**src/design/spq_pkg.sv**
```systemverilog
// types and constants shared by the stable priority queue core
// no dependencies

package spq_pkg;

    localparam int QUEUE_DEPTH = 16;
    localparam int CNT_W       = $clog2(QUEUE_DEPTH + 1);
    localparam int CAP_W       = 5;
    localparam int CMP_W       = (CNT_W > CAP_W) ? CNT_W : CAP_W;
    localparam int PRIO_W      = 8;
    localparam int TAG_W       = 16;
    localparam int TOTAL_W     = 5;

    localparam logic [CAP_W-1:0] CAP_RESET = CAP_W'(16);

    typedef enum logic [1:0] {
        ST_DONE  = 2'd0,
        ST_FULL  = 2'd1,
        ST_EMPTY = 2'd2
    } status_t;

    typedef enum logic {
        OP_ENQ = 1'b0,
        OP_DEQ = 1'b1
    } opcode_t;

    typedef struct packed {
        logic [PRIO_W-1:0] prio;
        logic [TAG_W-1:0]  tag;
    } entry_t;

    typedef struct packed {
        logic              enq;
        logic              deq;
        logic [PRIO_W-1:0] prio;
        logic [TAG_W-1:0]  tag;
    } cell_cmd_t;

endpackage

```
**src/design/spq_cell.sv**
```systemverilog
// one cell of the sorted shifting row: holds one entry
// depends on spq_pkg

module spq_cell (
    input  logic               clk,
    input  spq_pkg::cell_cmd_t cmd,
    input  logic               occ,
    input  spq_pkg::entry_t    left_entry,
    input  logic               left_after,
    input  spq_pkg::entry_t    right_entry,
    output spq_pkg::entry_t    entry,
    output logic               after
);
    import spq_pkg::*;

    entry_t entry_reg;
    entry_t entry_next;

    // at or past the insert point: empty, or strictly lower priority
    assign after = !occ || (entry_reg.prio > cmd.prio);
    assign entry = entry_reg;

    always_comb
    begin
        entry_next = entry_reg;
        if (cmd.enq && after)
        begin
            if (left_after)
                entry_next = left_entry;
            else
            begin
                entry_next.prio = cmd.prio;
                entry_next.tag  = cmd.tag;
            end
        end
        else if (cmd.deq)
            entry_next = right_entry;
    end

    always_ff @(posedge clk)
    begin
        entry_reg <= entry_next;
    end

endmodule

```
**src/design/stable_priority_queue_core.sv**
```systemverilog
// top level of the stable priority queue: count, capacity register, result register
// depends on spq_pkg and spq_cell
//
// One beat per clock: busy never rises, so start may be held high every cycle.
// Each item's result appears on the result ports in the cycle after it is taken, for
// exactly one cycle with done high; the receiver cannot stall it. The row of sixteen
// cells updates all its entries in the same cycle.

module stable_priority_queue_core (
    input  logic                        clk,
    input  logic                        rst_n,
    input  logic                        start,
    output logic                        busy,
    input  logic                        opcode,
    input  logic [spq_pkg::PRIO_W-1:0]  task_priority,
    input  logic [spq_pkg::TAG_W-1:0]   task_tag,
    input  logic                        cfg_valid,
    output logic                        cfg_ready,
    input  logic [spq_pkg::CAP_W-1:0]   cfg_data,
    output logic                        done,
    output logic [1:0]                  status,
    output logic                        out_valid,
    output logic [spq_pkg::TAG_W-1:0]   out_tag,
    output logic [spq_pkg::PRIO_W-1:0]  out_priority,
    output logic [spq_pkg::TOTAL_W-1:0] entry_total
);
    import spq_pkg::*;

    logic [CAP_W-1:0] cap_reg;
    logic [CNT_W-1:0] count_reg;
    logic [CNT_W-1:0] count_next;
    logic             done_reg;
    status_t          status_reg;
    status_t          status_next;
    logic             valid_reg;
    logic             valid_next;
    entry_t           head_reg;
    entry_t           head_next;

    logic             accept;
    logic             is_full;
    logic             is_empty;
    cell_cmd_t        cmd;
    entry_t           row_entry [QUEUE_DEPTH];
    logic             row_after [QUEUE_DEPTH];

    assign busy      = 1'b0;
    assign cfg_ready = 1'b1;
    assign accept    = start && !busy;

    assign is_full  = (CMP_W'(count_reg) >= CMP_W'(cap_reg))
                   || (CMP_W'(count_reg) >= CMP_W'(QUEUE_DEPTH));
    assign is_empty = (count_reg == '0);

    always_comb
    begin
        cmd.enq  = accept && (opcode == OP_ENQ) && !is_full;
        cmd.deq  = accept && (opcode == OP_DEQ) && !is_empty;
        cmd.prio = task_priority;
        cmd.tag  = task_tag;
    end

    genvar gi;
    generate
        for (gi = 0; gi < QUEUE_DEPTH; gi++)
        begin : g_cell
            entry_t left_e;
            logic   left_a;
            entry_t right_e;

            if (gi == 0)
            begin : g_head
                assign left_e = '0;
                assign left_a = 1'b0;
            end
            else
            begin : g_mid
                assign left_e = row_entry[gi-1];
                assign left_a = row_after[gi-1];
            end

            if (gi == QUEUE_DEPTH - 1)
            begin : g_tail
                assign right_e = row_entry[gi];
            end
            else
            begin : g_body
                assign right_e = row_entry[gi+1];
            end

            spq_cell u_cell (
                .clk         (clk),
                .cmd         (cmd),
                .occ         (count_reg > CNT_W'(gi)),
                .left_entry  (left_e),
                .left_after  (left_a),
                .right_entry (right_e),
                .entry       (row_entry[gi]),
                .after       (row_after[gi])
            );
        end
    endgenerate

    always_comb
    begin
        count_next  = count_reg;
        status_next = ST_DONE;
        valid_next  = 1'b0;
        head_next   = '0;
        if (opcode == OP_ENQ)
        begin
            if (is_full)
                status_next = ST_FULL;
            else
                count_next = count_reg + CNT_W'(1);
        end
        else
        begin
            if (is_empty)
                status_next = ST_EMPTY;
            else
            begin
                count_next = count_reg - CNT_W'(1);
                valid_next = 1'b1;
                head_next  = row_entry[0];
            end
        end
    end

    always_ff @(posedge clk or negedge rst_n)
    begin
        if (!rst_n)
        begin
            cap_reg   <= CAP_RESET;
            count_reg <= '0;
            done_reg  <= 1'b0;
        end
        else
        begin
            if (cfg_valid && cfg_ready)
                cap_reg <= cfg_data;
            if (accept)
                count_reg <= count_next;
            done_reg <= accept;
        end
    end

    always_ff @(posedge clk)
    begin
        if (accept)
        begin
            status_reg <= status_next;
            valid_reg  <= valid_next;
            head_reg   <= head_next;
            entry_total <= TOTAL_W'(count_next);
        end
    end

    assign done         = done_reg;
    assign status       = status_reg;
    assign out_valid    = valid_reg;
    assign out_tag      = head_reg.tag;
    assign out_priority = head_reg.prio;

    a_count_bound: assert property (@(posedge clk) disable iff (!rst_n)
        CMP_W'(count_reg) <= CMP_W'(QUEUE_DEPTH))
        else $error("entry count above queue depth");

    a_done_follows: assert property (@(posedge clk) disable iff (!rst_n)
        accept |=> done)
        else $error("no result after accepted beat");

    a_no_spurious: assert property (@(posedge clk) disable iff (!rst_n)
        !accept |=> !done)
        else $error("result without accepted beat");

    a_deq_valid: assert property (@(posedge clk) disable iff (!rst_n)
        (accept && opcode == OP_DEQ && !is_empty) |=> (out_valid && status == ST_DONE))
        else $error("dequeue of held entry gave no task");

endmodule
```
**config.mk**
```make
export PLATFORM = sky130hd
export DESIGN_NAME = stable_priority_queue_core
export DESIGN_NICKNAME = d
export VERILOG_FILES = /design/src/design/spq_pkg.sv /design/src/design/spq_cell.sv /design/src/design/stable_priority_queue_core.sv
export SDC_FILE = /design/constraint.sdc
export NUM_CORES = 1
export LEC_CHECK = 0
export BUFFER_PORTS_ARGS = -buffer_cell sky130_fd_sc_hd__buf_2
export CORE_AREA = 2 2 289 291
export DETAILED_ROUTE_END_ITERATION = 6
export DIE_AREA = 0 0 291 293
export PLACE_DENSITY = 0.56
export SETUP_SLACK_MARGIN = 0.4
export SLEW_MARGIN = 10
export SYNTH_ARGS = -nofsm -noshare
export SYNTH_HDL_FRONTEND = slang
export SYNTH_SLANG_ARGS = --single-unit
```
**constraint.sdc**
```tcl
create_clock -name clk -period 3.6 [get_ports clk]
set_input_delay 0.72 -clock clk [delete_from_list [all_inputs] [get_ports clk]]
set_output_delay 0.72 -clock clk [all_outputs]
set_load 0.05 [all_outputs]
```
# Word level (Yosys, flattened, before mapping)

Cells that the tools add are included.

Bits in registers: 427
Input port bits: 34
Output and inout port bits: 35
Logic and storage cells: 201

Add/sub/neg operators: 2
Magnitude comparators: 34
Multiplexer cells: 52
Bitwise gates (word level): 1
Reduce and logical (&&, ||, !) cells: 72

Operator list:

| cell                  | count |
|---|---|
| $mux W24              | 45 |
| $gt A8 B8 Y1          | 16 |
| $gt A5 B4 Y1 const B  | 8 |
| $reduce_bool A2 Y1    | 15 |
| $gt A5 B3 Y1 const B  | 4 |
| $logic_and A1 B1 Y1   | 20 |
| $logic_not A1 Y1      | 18 |
| $logic_or A1 B1 Y1    | 17 |
| $mux W5               | 3 |
| $gt A5 B1 Y1 const B  | 2 |
| $gt A5 B2 Y1 const B  | 2 |
| $add A5 B1 Y5 const B | 1 |
| $ge A5 B5 Y1          | 1 |
| $ge A5 B5 Y1 const B  | 1 |
| $logic_not A5 Y1      | 1 |
| $sub A5 B1 Y5 const B | 1 |
| $mux W2               | 2 |
| $mux W1               | 2 |
| $reduce_or A2 Y1      | 1 |
| $not A1 Y1            | 1 |

# Depth between registers and ports, before layout

Gate-level depths: netlist of run 1.

Depth after elaboration: 6
Mapped depth: 12
Depth with buffers taken out: 8

# By module

A second synthesis of run 1 with hierarchy kept.

Cell total of the unflattened synthesis: 2079
Area total of the unflattened synthesis: 27889.2 sq um

By module, submodules not included:

| module                     | times used | cells an instance | area each (sq um) | seq. area each (sq um) |
|---|---|---|---|---|
| spq_cell                   | 16         | 118               | 1609.0            | 720.7 |
| stable_priority_queue_core | 1          | 191               | 2144.6            | 1237.4 |

# Worst setup path after synthesis of run 1

OpenSTA, ideal clock, no wires.

Kind: in2reg
Start: in task_priority[3] (netlist name)
End: reg g_cell[12].u_cell.entry_reg, in the netlist g_cell[12].u_cell.entry[0] (enable)
Setup time: 0.438 ns
Arrival time: 4.248 ns
Data required time: 3.162 ns
Setup slack: -1.087 ns
Cell stages on the path: 8
Path buffers: 2
Path through: clkbuf_1 inv_1 ha_1 and4_1 a211oi_1 nor3_4 buf_6 o21ai_0

Word-level cells in the longest chain between the ends: 4

Ends and longest elaborated chain:

| element                             | RTL line                         | source |
|---|---|---|
| from (decl)                         | stable_priority_queue_core.sv:15 | `input logic [spq_pkg::PRIO_W-1:0] task_priority,` |
| $gt A8 B8 Y1                        | spq_cell.sv:20                   | `assign after = !occ \|\| (entry_reg.prio > cmd.prio);` |
| $logic_or A1 B1 Y1                  | spq_cell.sv:20                   |  |
| $logic_and A1 B1 Y1                 | spq_cell.sv:26                   | `if (cmd.enq && after)` |
| $reduce_bool A2 Y1 (no source line) | -                                |  |
| to (signal assigned)                | spq_cell.sv:42                   | `entry_reg <= entry_next;` |
| to (decl)                           | spq_cell.sv:16                   | `entry_t entry_reg;` |

No other way between the ends.
A chain may end at the register's enable or synchronous reset.

# Worst setup path after layout of run 1

Start: reg count_reg[0]
End: reg g_cell[0].u_cell.entry_reg, in the netlist g_cell[0].u_cell.entry[18] (enable)

Word-level cells in the longest chain between the ends: 6
Elaborated cells between the ends (all ways): 13
Those cells by class: 3 x order compare; 10 x reduce/logical

Ends and longest elaborated chain:

| element                               | RTL line                                                           | source |
|---|---|---|
| from (decl)                           | stable_priority_queue_core.sv:30                                   | `logic [CNT_W-1:0] count_reg;` |
| from (signal assigned)                | stable_priority_queue_core.sv:143                                  | `count_reg <= count_next;` |
| $ge A5 B5 Y1 (on tied branches)       | stable_priority_queue_core.sv:51, stable_priority_queue_core.sv:52 |  |
| $logic_or A1 B1 Y1                    | stable_priority_queue_core.sv:52                                   | `\|\| (CMP_W'(count_reg) >= CMP_W'(QUEUE_DEPTH));` |
| $logic_not A1 Y1                      | stable_priority_queue_core.sv:57                                   | `cmd.enq = accept && (opcode == OP_ENQ) && !is_full;` |
| $logic_and A1 B1 Y1                   | stable_priority_queue_core.sv:57                                   |  |
| $logic_and A1 B1 Y1                   | spq_cell.sv:26                                                     |  |
| $reduce_bool A2 Y1 (no source line) * | -                                                                  |  |
| to (signal assigned)                  | spq_cell.sv:42                                                     |  |
| to (decl)                             | spq_cell.sv:16                                                     |  |

Mark *: on every way between the ends. The rest lies on a longest branch, timed or not.

==> results.yml, run 1 <==
status:
  outcome: "finished, final reports clean"
timing:
  fin_setup_tns_ns: 0
  hold_violations: 0
  slew_headroom_pct: 36.3
  tightest_slew_ns: 0.948
  period_minus_slack_ns: 2.91
  max_freq_ghz: 0.344
  slew_violations: 0
  post-route-period-util_pct: 80.9
  clock_skew_ns: 0.0177
  setup_viol: 0
  rsz0062_at_grt: "false"
pwr:
  p_per_area_nw_per_um2: 649
  p_sw_share_pct: 34.8
  pwr-share-clk_pct: 25.4
  pwr-share-comb_pct: 34.6
  leakage_uw: 0.0113
  p_sw_uw: 6290
  power_frac_seq_pct: 40.0
  p_int_uw: 11800
  irDropWorstVdd_mv: 0.349
route:
  drtIter0Drc: 1265
  vias: 16700
  drt_pass1_iterations: 5
  wl_per_cell_um: 18.6
  drc: 0
  viasPerCell: 5.03
  postRouteWirelength_um: 61900
  ant_nets: 0
setup_path:
  reg2reg_setup_slack_ns: 0.69
  critPathMaxStageDelay_ns: 0.52
  startpoint_type: "flip-flop"
  rr_endpoint: "g_cell[0].u_cell.entry[18]"
  reg2regPathDepth: 7
  cp.arrival_ns: 3.18
  end_kind: "flip-flop"
  setup.worst_path.start: "count_reg[0]"
  path_cells: "inv_1 > ha_1 > nand3_4 > and3_2 > nand2b_4 > nand2_1 > buf_4"
  critPathMaxFanout: 27
  rr_startpoint: "count_reg[0]"
  crit_type: "flip-flop to flip-flop"
  critPathSlowestCell: "dfrtp_1"
  worstPathRequired_ns: 3.87
global_route:
  grt_max_degree: 49
  grt_pass1_vias: 16900
  antenna_found_initial: 2
  grt_overflow: 0
  grt_pass1_wl_um: 97900
  grt_usage_pct: 14.3
clocking:
  cts_tree: "yes"
  cts_resized: 0
  clk_pin_slew_worst_paths_ns: 0.06
  post_cts_buffers: 0
  clockBufferDepth: 3
  numCtsBuffers: 47
  cts.htree.levels: 2
  cts.sinks: 427
  insertion_delay_ns: 0.60
  root_buffer: "clkbuf_16"
yosys:
  ys_types: 56
  yosys-top-cells-area: "edfxtp_1 (51%), mux2i_1 (14%), ha_1 (7.0%)"
  synth_top_area_share_pct: 50.9
  syn_avg_cell_area_um2: 11.3
  ys_ff_latch: 427
  synth-main-ff-cell: "edfxtp_1"
  synth_fp_nets: 2333
  synth_most_common_cell: "edfxtp_1"
  synth-edff-count: 416
  synth_async_sr_flop_share_pct: 2.58
  syn-cell-area_um2: 24500
  synth_seq_area_share_pct: 52.1
  syn-instance-count: 2161
  synth.largest_area_cell: "edfxtp_1"
  ys_warn_count: 0
  synth_common_cells: "edfxtp_1 (416), mux2i_1 (337), nand2_1 (305)"
finish:
  postLayoutCellArea_um2: 27900
  final_nets: 2391
  drive_above_1_share_pct: 13.5
  largest_reg_flops: 384
  final_core_util_pct: 34.1
  final_cells: 3327
  syn_to_final_growth_pct: 13.7
placed_design:
  place_area_um2: 26400
  io_buffers: 66
  place_congestion: 0.900
  dpl.hpwl_um: 46000
  dp_cells: 3239
worst_hold_path:
  holdPathEnd: "cap_reg[3]"
  min_delay_path_depth: 3
  hp-start: "cfg_data[3]"
  hold_class: "input port to flip-flop"
floorplanning:
  die_area_um2: 85300
  fp-row-count: 105
  initial_utilization_pct: 30.0
  die_w_um: 291
  die_h_um: 293
  fp.coreArea_um2: 81800
  io_pins: 69
run:
  drv_cap: 0
per-layer routing:
layer	wire (um)	track usage, %	part of all wire (%)	up-vias
li1	-	-	-	8119
met1	27900	18.8	45	8089
met2	29300	24.1	47	412
met3	2800	2.25	4.5	112
met4	1890	5.14	3.1	0
met5	0	0	0	-
placed cells by master, fill, tap and decap left out, drive strengths merged, types with 10 or more instances in the layout:
master	count
a21oi	123
nand2	305
nor2	95
dfrtp	10
o211ai	18
ha	138
nor2b	26
mux2	43
clkbuf	67
nor3	11
edfxtp	416
o21ai	311
mux2i	337
buf	155
nand4	31
clkinv	17
and3	27
nand3	10
o21a	12
inv	36
through the flow:
| stage | hold slack (ns) | setup WS [ns] | total power, uW |
|---|---|---|---|
| floorplan | 0.424 | 0.126 | 11900 |
| global placement | 0.513 | 0.267 | 13400 |
| detailed placement | 0.507 | 0.203 | 13600 |
| CTS | 0.316 | 0.680 | 18300 |
| global route | 0.341 | 0.424 | 19100 |
| finish | 0.348 | 0.689 | 18100 |
cells by family (layout without fill, tap and decap cells):
| kind of cell | count (synthesis) | after routing | share of synthesized area, % |
|---|---|---|---|
| fa+ha+maj | 138 | 138 | 7.04 |
| mux | 380 | 380 | 15.9 |
| compound gates | 512 | 512 | 11.4 |
| buf+inv | 183 | 278 | 3.89 |
| other cells | 2 | 3 | 0.0306 |
| flops | 427 | 427 | 52.1 |
| xor+xnor | 6 | 6 | 0.214 |
| simple gates | 513 | 513 | 9.46 |
power by group through the flow:
stage	clock network [uW]	logic [uW]	registers [uW]
after detailed placement	0	6290	7310
after CTS	4730	6290	7230
final	4590	6260	7240
after global placement	0	6120	7300
after floorplan	0	4640	7240
after global routing	4920	6880	7320
critical path, delay by kind of cell (launching register included):
family / cells / cell delay, ns
adder cells (fa/ha/maj): 1 / 0.31
buffers and inverters: 2 / 0.52
flip-flops: 1 / 0.52
AND/OR/NAND/NOR: 4 / 1.20
how the worst max path moves through the flow:
stage	end	slack, ns	cells past startpoint
after floorplan	g_cell[1].u_cell.entry[0]	0.13	10
after global placement	g_cell[9].u_cell.entry[6]	0.27	9
after detailed placement	g_cell[13].u_cell.entry[15]	0.20	11
after CTS	g_cell[14].u_cell.entry[11]	0.68	8
after global routing	g_cell[1].u_cell.entry[18]	0.42	9
final	g_cell[0].u_cell.entry[18]	0.69	7
repair_timing:
item                                    in CTS  in global routing
endpoints found under the setup margin       0                  0
hold buffers                                 1                  0
endpoints found under the hold margin       10                  0
final cells by class:
type                    instances  area, um2
clock buffers                  67       1280
multi-input cells            1551      11000
repair buffers                156       1220
inverters                      36        135
well taps                    1070       1340
diodes                          1       2.50
flip-flops and latches        427      12800
clock inverters                19        149
fillers                      8135      54000
(Power assumes the default switching activity.)
==> inputs of run 2 (changes only) <==
Settings changed: PLACE_DENSITY 0.56 to 0.54.
Clock period 3.6 ns to 2.9 ns, I/O delays scaled along.
==> results.yml, run 2 (synthesis results as in run 1) <==
status:
  outcome: "finished, final reports clean"
setup_path:
  critPathSlowestCell: "dfstp_2"
  path_cells: "inv_2 > ha_4 > a211o_4 > clkinv_2 > o211a_1 > buf_12 > o31a_1 > buf_4 > clkbuf_16 > a21oi_1"
  cp.arrival_ns: 2.80
  end_kind: "flip-flop"
  worstPathRequired_ns: 3.24
  crit_type: "flip-flop to flip-flop"
  reg2reg_setup_slack_ns: 0.44
  rr_endpoint: "g_cell[12].u_cell.entry[18]"
  critPathMaxFanout: 24
  worstSetupEndpoint: "g_cell[12].u_cell.entry[18]"
  startpoint_type: "flip-flop"
  rr_startpoint: "cap_reg[4]"
  reg2regPathDepth: 10
  setup.worst_path.start: "cap_reg[4]"
  critPathMaxStageDelay_ns: 0.52
timing:
  hold_violations: 0
  period_minus_slack_ns: 2.46
  clock_skew_ns: 0.0337
  fin_setup_tns_ns: 0
  post-route-period-util_pct: 84.7
  holdWs_ns: 0.223
  slew_headroom_pct: 42.3
  rsz0062_at_grt: "true"
  slew_violations: 0
  tightest_slew_ns: 0.862
  setup_viol: 0
  max_freq_ghz: 0.407
finish:
  syn_to_final_growth_pct: 20.0
  final_common_cell: "edfxtp_1"
  final_nets: 2441
  diodes: 0
  largest_reg_flops: 384
  regArea_um2: 12800
  multi_input_area_um2: 11500
  final_cells: 3373
  final_core_util_pct: 35.9
  fill_cells: 7948
  mostFrequentLayoutCells: "edfxtp_1 (416), mux2i_1 (329), nand2_1 (292)"
  drive_above_1_share_pct: 17.9
  postLayoutCellArea_um2: 29400
clocking:
  cts.htree.levels: 2
  root_buffer: "clkbuf_16"
  insertion_delay_ns: 0.60
  clk_pin_slew_worst_paths_ns: 0.06
  clockBufferDepth: 3
  numCtsBuffers: 48
  cts.sinks: 427
  cts_tree: "yes"
global_route:
  grt_pass1_wl_um: 97500
  grt_pass1_vias: 16900
  grt_overflow: 0
  antenna_found_initial: 1
  grt_usage_pct: 14.2
  grt_max_degree: 50
route:
  postRouteWirelength_um: 64600
  wl_per_cell_um: 19.2
  vias: 17000
  viasPerCell: 5.03
  drtIter0Drc: 1122
  ant_nets: 0
  drc: 0
  drt_pass1_iterations: 5
placed_design:
  place_area_um2: 27100
  io_buffers: 66
  dpl.hpwl_um: 45800
  place_congestion: 0.841
  dp_cells: 3241
floorplanning:
  die_area_um2: 85300
  fp-row-count: 105
  fp.coreArea_um2: 81800
  die_h_um: 293
  die_w_um: 291
  io_pins: 69
  initial_utilization_pct: 30.0
pwr:
  leakage_uw: 0.0119
  irDropWorstVdd_mv: 0.424
  p_per_area_nw_per_um2: 819
run:
  drv_cap: 0
worst_hold_path:
  hold_class: "input port to flip-flop"
-- run 2: cell types whose count changed in the layout (fill, tap and decap cells not counted), moves of 12 or more --
cell       change
buf_12        +25
o21ai_0       -14
nand2_8       +13
o21ai_1       +13
clkbuf_16     +12
-- run 2: final cells by class --
class | instances | area share [%]
sequential | 427 | 43.4
multi-input combinational | 1554 | 39.2
timing repair buffer | 202 | 7.09
tap | 1070 | 4.55
clock buffer | 61 | 4.32
clock inverter | 23 | 0.770
inverter | 36 | 0.693
-- run 2: worst min path at each step --
| stage | from | endpoint | slack (ns) | cells after the start |
|---|---|---|---|---|
| after detailed placement | rst_n | done | 0.46 | 1 |
| final | cfg_data[3] | cap_reg[3] | 0.22 | 3 |
| after global placement | rst_n | done | 0.46 | 1 |
| after global routing | cfg_data[1] | cap_reg[1] | 0.23 | 3 |
| after floorplan | rst_n | cap_reg[0] | 0.28 | 0 |
| after CTS | cfg_data[3] | cap_reg[3] | 0.18 | 3 |
-- run 2: timing repair --
| action | in CTS | in global routing |
|---|---|---|
| pin swaps | 1 | 17 |
| hold buffers | 1 | 0 |
| gates cloned | 1 | 13 |
| setup buffers | 6 | 27 |
| resized for setup | 9 | 42 |
| setup endpoints to repair | 562 | 484 |
| endpoints found under the hold margin | 10 | 0 |
-- run 2: where the power goes --
part / switching (uW) / internal (uW)
combinational: 5220 / 4090
sequential: 610 / 8260
clock: 2550 / 3370
-- run 2: critical path, delay by kind of cell, from the launching register on --
family | cells | cell delay [ns]
buf+inv | 5 | 0.66
compound gates | 4 | 0.83
fa+ha+maj | 1 | 0.21
flops | 1 | 0.52
-- run 2: per-layer routing --
metal / wire length (um) / global-route usage [%] / share of wire [%]
met5: 0 / 0 / 0
met4: 1450 / 3.42 / 2.2
met2: 31900 / 24.4 / 49
met1: 29100 / 19.0 / 45
met3: 2100 / 1.91 / 3.3
-- run 2: per-stage QoR --
stage / power [uW] / setup WS, ns
global placement: 17200 / -0.0459
detailed placement: 17400 / 0.0186
floorplan: 15000 / 0.229
finish: 24100 / 0.443
CTS: 23500 / 0.385
global route: 25400 / 0.372
==> inputs of run 3 (changes only) <==
Clock period 2.9 ns to 2.3 ns, I/O delays scaled along.
==> results.yml, run 3 (synthesis results as in run 1) <==
floorplanning:
  fp.coreArea_um2: 81800
  die_w_um: 291
  die_area_um2: 85300
  initial_utilization_pct: 30.0
  io_pins: 69
  die_h_um: 293
  fp-row-count: 105
setup_path:
  reg2reg_setup_slack_ns: -0.17
  setup.worst_path.start: "cap_reg[4]"
  cp.arrival_ns: 2.84
  rr_startpoint: "cap_reg[4]"
  worstPathRequired_ns: 2.66
  rr_endpoint: "g_cell[3].u_cell.entry[8]"
  critPathSlowestCell: "dfstp_2"
  path_buf_inv: 7
  worstSetupEndpoint: "g_cell[3].u_cell.entry[8]"
  critPathMaxFanout: 6
  critPathMaxStageDelay_ns: 0.52
  crit_type: "flip-flop to flip-flop"
  end_kind: "flip-flop"
  path_delay_family: "buffers and inverters"
  crit_cells: 13
  path_cells: "inv_2 > ha_4 > a211o_1 > clkinv_2 > o211a_4 > buf_12 > buf_12 > o31ai_4 > buf_6 > buf_12 > buf_8 > nand2_2 > o21ai_1"
  crit_top_cell: "buf_12"
  reg2regPathDepth: 13
  startpoint_type: "flip-flop"
clocking:
  numCtsBuffers: 47
  root_buffer: "clkbuf_16"
  cts.htree.levels: 2
  cts_tree: "yes"
  clk_pin_slew_worst_paths_ns: 0.06
  clockBufferDepth: 3
  insertion_delay_ns: 0.62
  cts.sinks: 427
route:
  wl_per_cell_um: 22.2
  drt_pass1_iterations: 5
  postRouteWirelength_um: 81400
  vias: 18900
  ant_nets: 0
  drtIter0Drc: 1390
  viasPerCell: 5.15
  drc: 0
timing:
  rsz0062_at_grt: "true"
  clock_skew_ns: 0.0224
  setup_viol: 539
  tightest_slew_ns: 0.566
  hold_violations: 0
  holdWs_ns: 0.0723
  max_freq_ghz: 0.405
  slew_violations: 0
  slew_headroom_pct: 62.3
  period_minus_slack_ns: 2.47
  post-route-period-util_pct: 107
  timing.final.ws_setup_ns: -0.171
finish:
  postLayoutCellArea_um2: 34900
  syn_to_final_growth_pct: 42.4
  largest_reg_flops: 384
  final_common_cell: "edfxtp_1"
  final_nets: 2732
  drive_above_1_share_pct: 38.1
  mostFrequentLayoutCells: "edfxtp_1 (416), mux2i_1 (269), nand2_1 (229)"
pwr:
  p_sw_share_pct: 35.9
  p_sw_uw: 12500
  pwr-share-comb_pct: 46.7
  leakage_uw: 0.0140
  irDropWorstVdd_mv: 0.626
  p_int_uw: 22400
  pwr-share-clk_pct: 21.0
  p_per_area_nw_per_um2: 1000
  power_frac_seq_pct: 32.3
status:
  violations: "negative setup slack"
  outcome: "complete, but fails checks"
global_route:
  grt_pass1_wl_um: 101000
  grt_pass1_vias: 17600
  grt_usage_pct: 14.9
  antenna_found_initial: 3
  grt_max_degree: 49
  grt_overflow: 0
worst_hold_path:
  hold_class: "input port to flip-flop"
run:
  drv_cap: 0
placed_design:
  place_area_um2: 28400
  dpl.hpwl_um: 47300
  place_congestion: 0.844
  io_buffers: 66
-- run 3: cell count changes in the layout (fill, tap and decap cells not counted), moves of 30 or more --
cell	change
mux2i_4	+37
buf_4	+142
a21oi_2	+36
nand2_1	-63
nand2_2	+44
buf_6	+49
a21oi_1	-40
nor2_1	-30
clkbuf_16	+36
o21ai_0	-116
o21ai_2	+56
o21ai_1	+60
mux2i_1	-60
-- run 3: power groups by stage --
stage	Combinational, uW	Sequential (uW)	Clock [uW]
after floorplan	7630	11300	0
after global placement	11100	11300	0
after detailed placement	11400	11300	0
after CTS	11900	11100	7490
after global routing	17200	11400	7740
final	16300	11300	7330
-- run 3: worst min-delay path by stage --
stage	start	end	slack (ns)	cells after the start
after floorplan	rst_n	cap_reg[0]	0.16	0
after global placement	rst_n	cap_reg[1]	0.34	1
after detailed placement	rst_n	cap_reg[2]	0.34	1
after CTS	cfg_data[1]	cap_reg[1]	0.04	3
after global routing	cfg_data[1]	cap_reg[1]	0.06	3
final	cfg_data[1]	cap_reg[1]	0.07	3
-- run 3: layer usage --
metal | vias to the layer above | track usage [%] | part of all wire, %
met4 | 0 | 4.27 | 5.2
met3 | 204 | 2.10 | 3.4
li1 | 8864 | - | -
met1 | 9327 | 18.8 | 38
met5 | - | 0 | 0
met2 | 509 | 26.7 | 54
-- run 3: final cells by class --
cell class,count,area (um2)
diodes,3,7.51
multi-input cells,1570,13600
well taps,1070,1340
repair buffers,478,5570
fillers,7446,46900
inverters,36,209
clock inverters,25,174
clock buffers,60,1290
flip-flops and latches,427,12800
-- run 3: worst min-delay path, cell delays in order --
cell	delay, ns
buf_2	0.07
nand2_1	0.04
o21ai_0	0.06
-- run 3: what timing repair did --
item / in CTS / in global routing
cloned: 9 / 85
resized for setup: 74 / 546
setup endpoints to repair: 780 / 788
pin swaps: 14 / 87
endpoints found under the hold margin: 11 / 0
hold buffers: 1 / 0
buffers inserted: 14 / 87
-- run 3: metrics by stage --
| step | setup TNS [ns] | util, % | total power [uW] | setup slack [ns] | cells |
|---|---|---|---|---|---|
| 6_report | -39.39 | 42.7 | 34900 | -0.171 | 3669 |
| 5_1_grt | -76.36 | 42.7 | 36400 | -0.212 | 3669 |
| 4_1_cts | -11.88 | 37.1 | 30500 | -0.107 | 3494 |
| 3_5_place_dp | -331.22 | 34.7 | 22600 | -0.610 | 3385 |
| 3_3_place_gp | -307.55 | 34.7 | 22400 | -0.609 | 3385 |
| 2_1_floorplan | -53.41 | - | 19000 | -0.251 | 2161 |
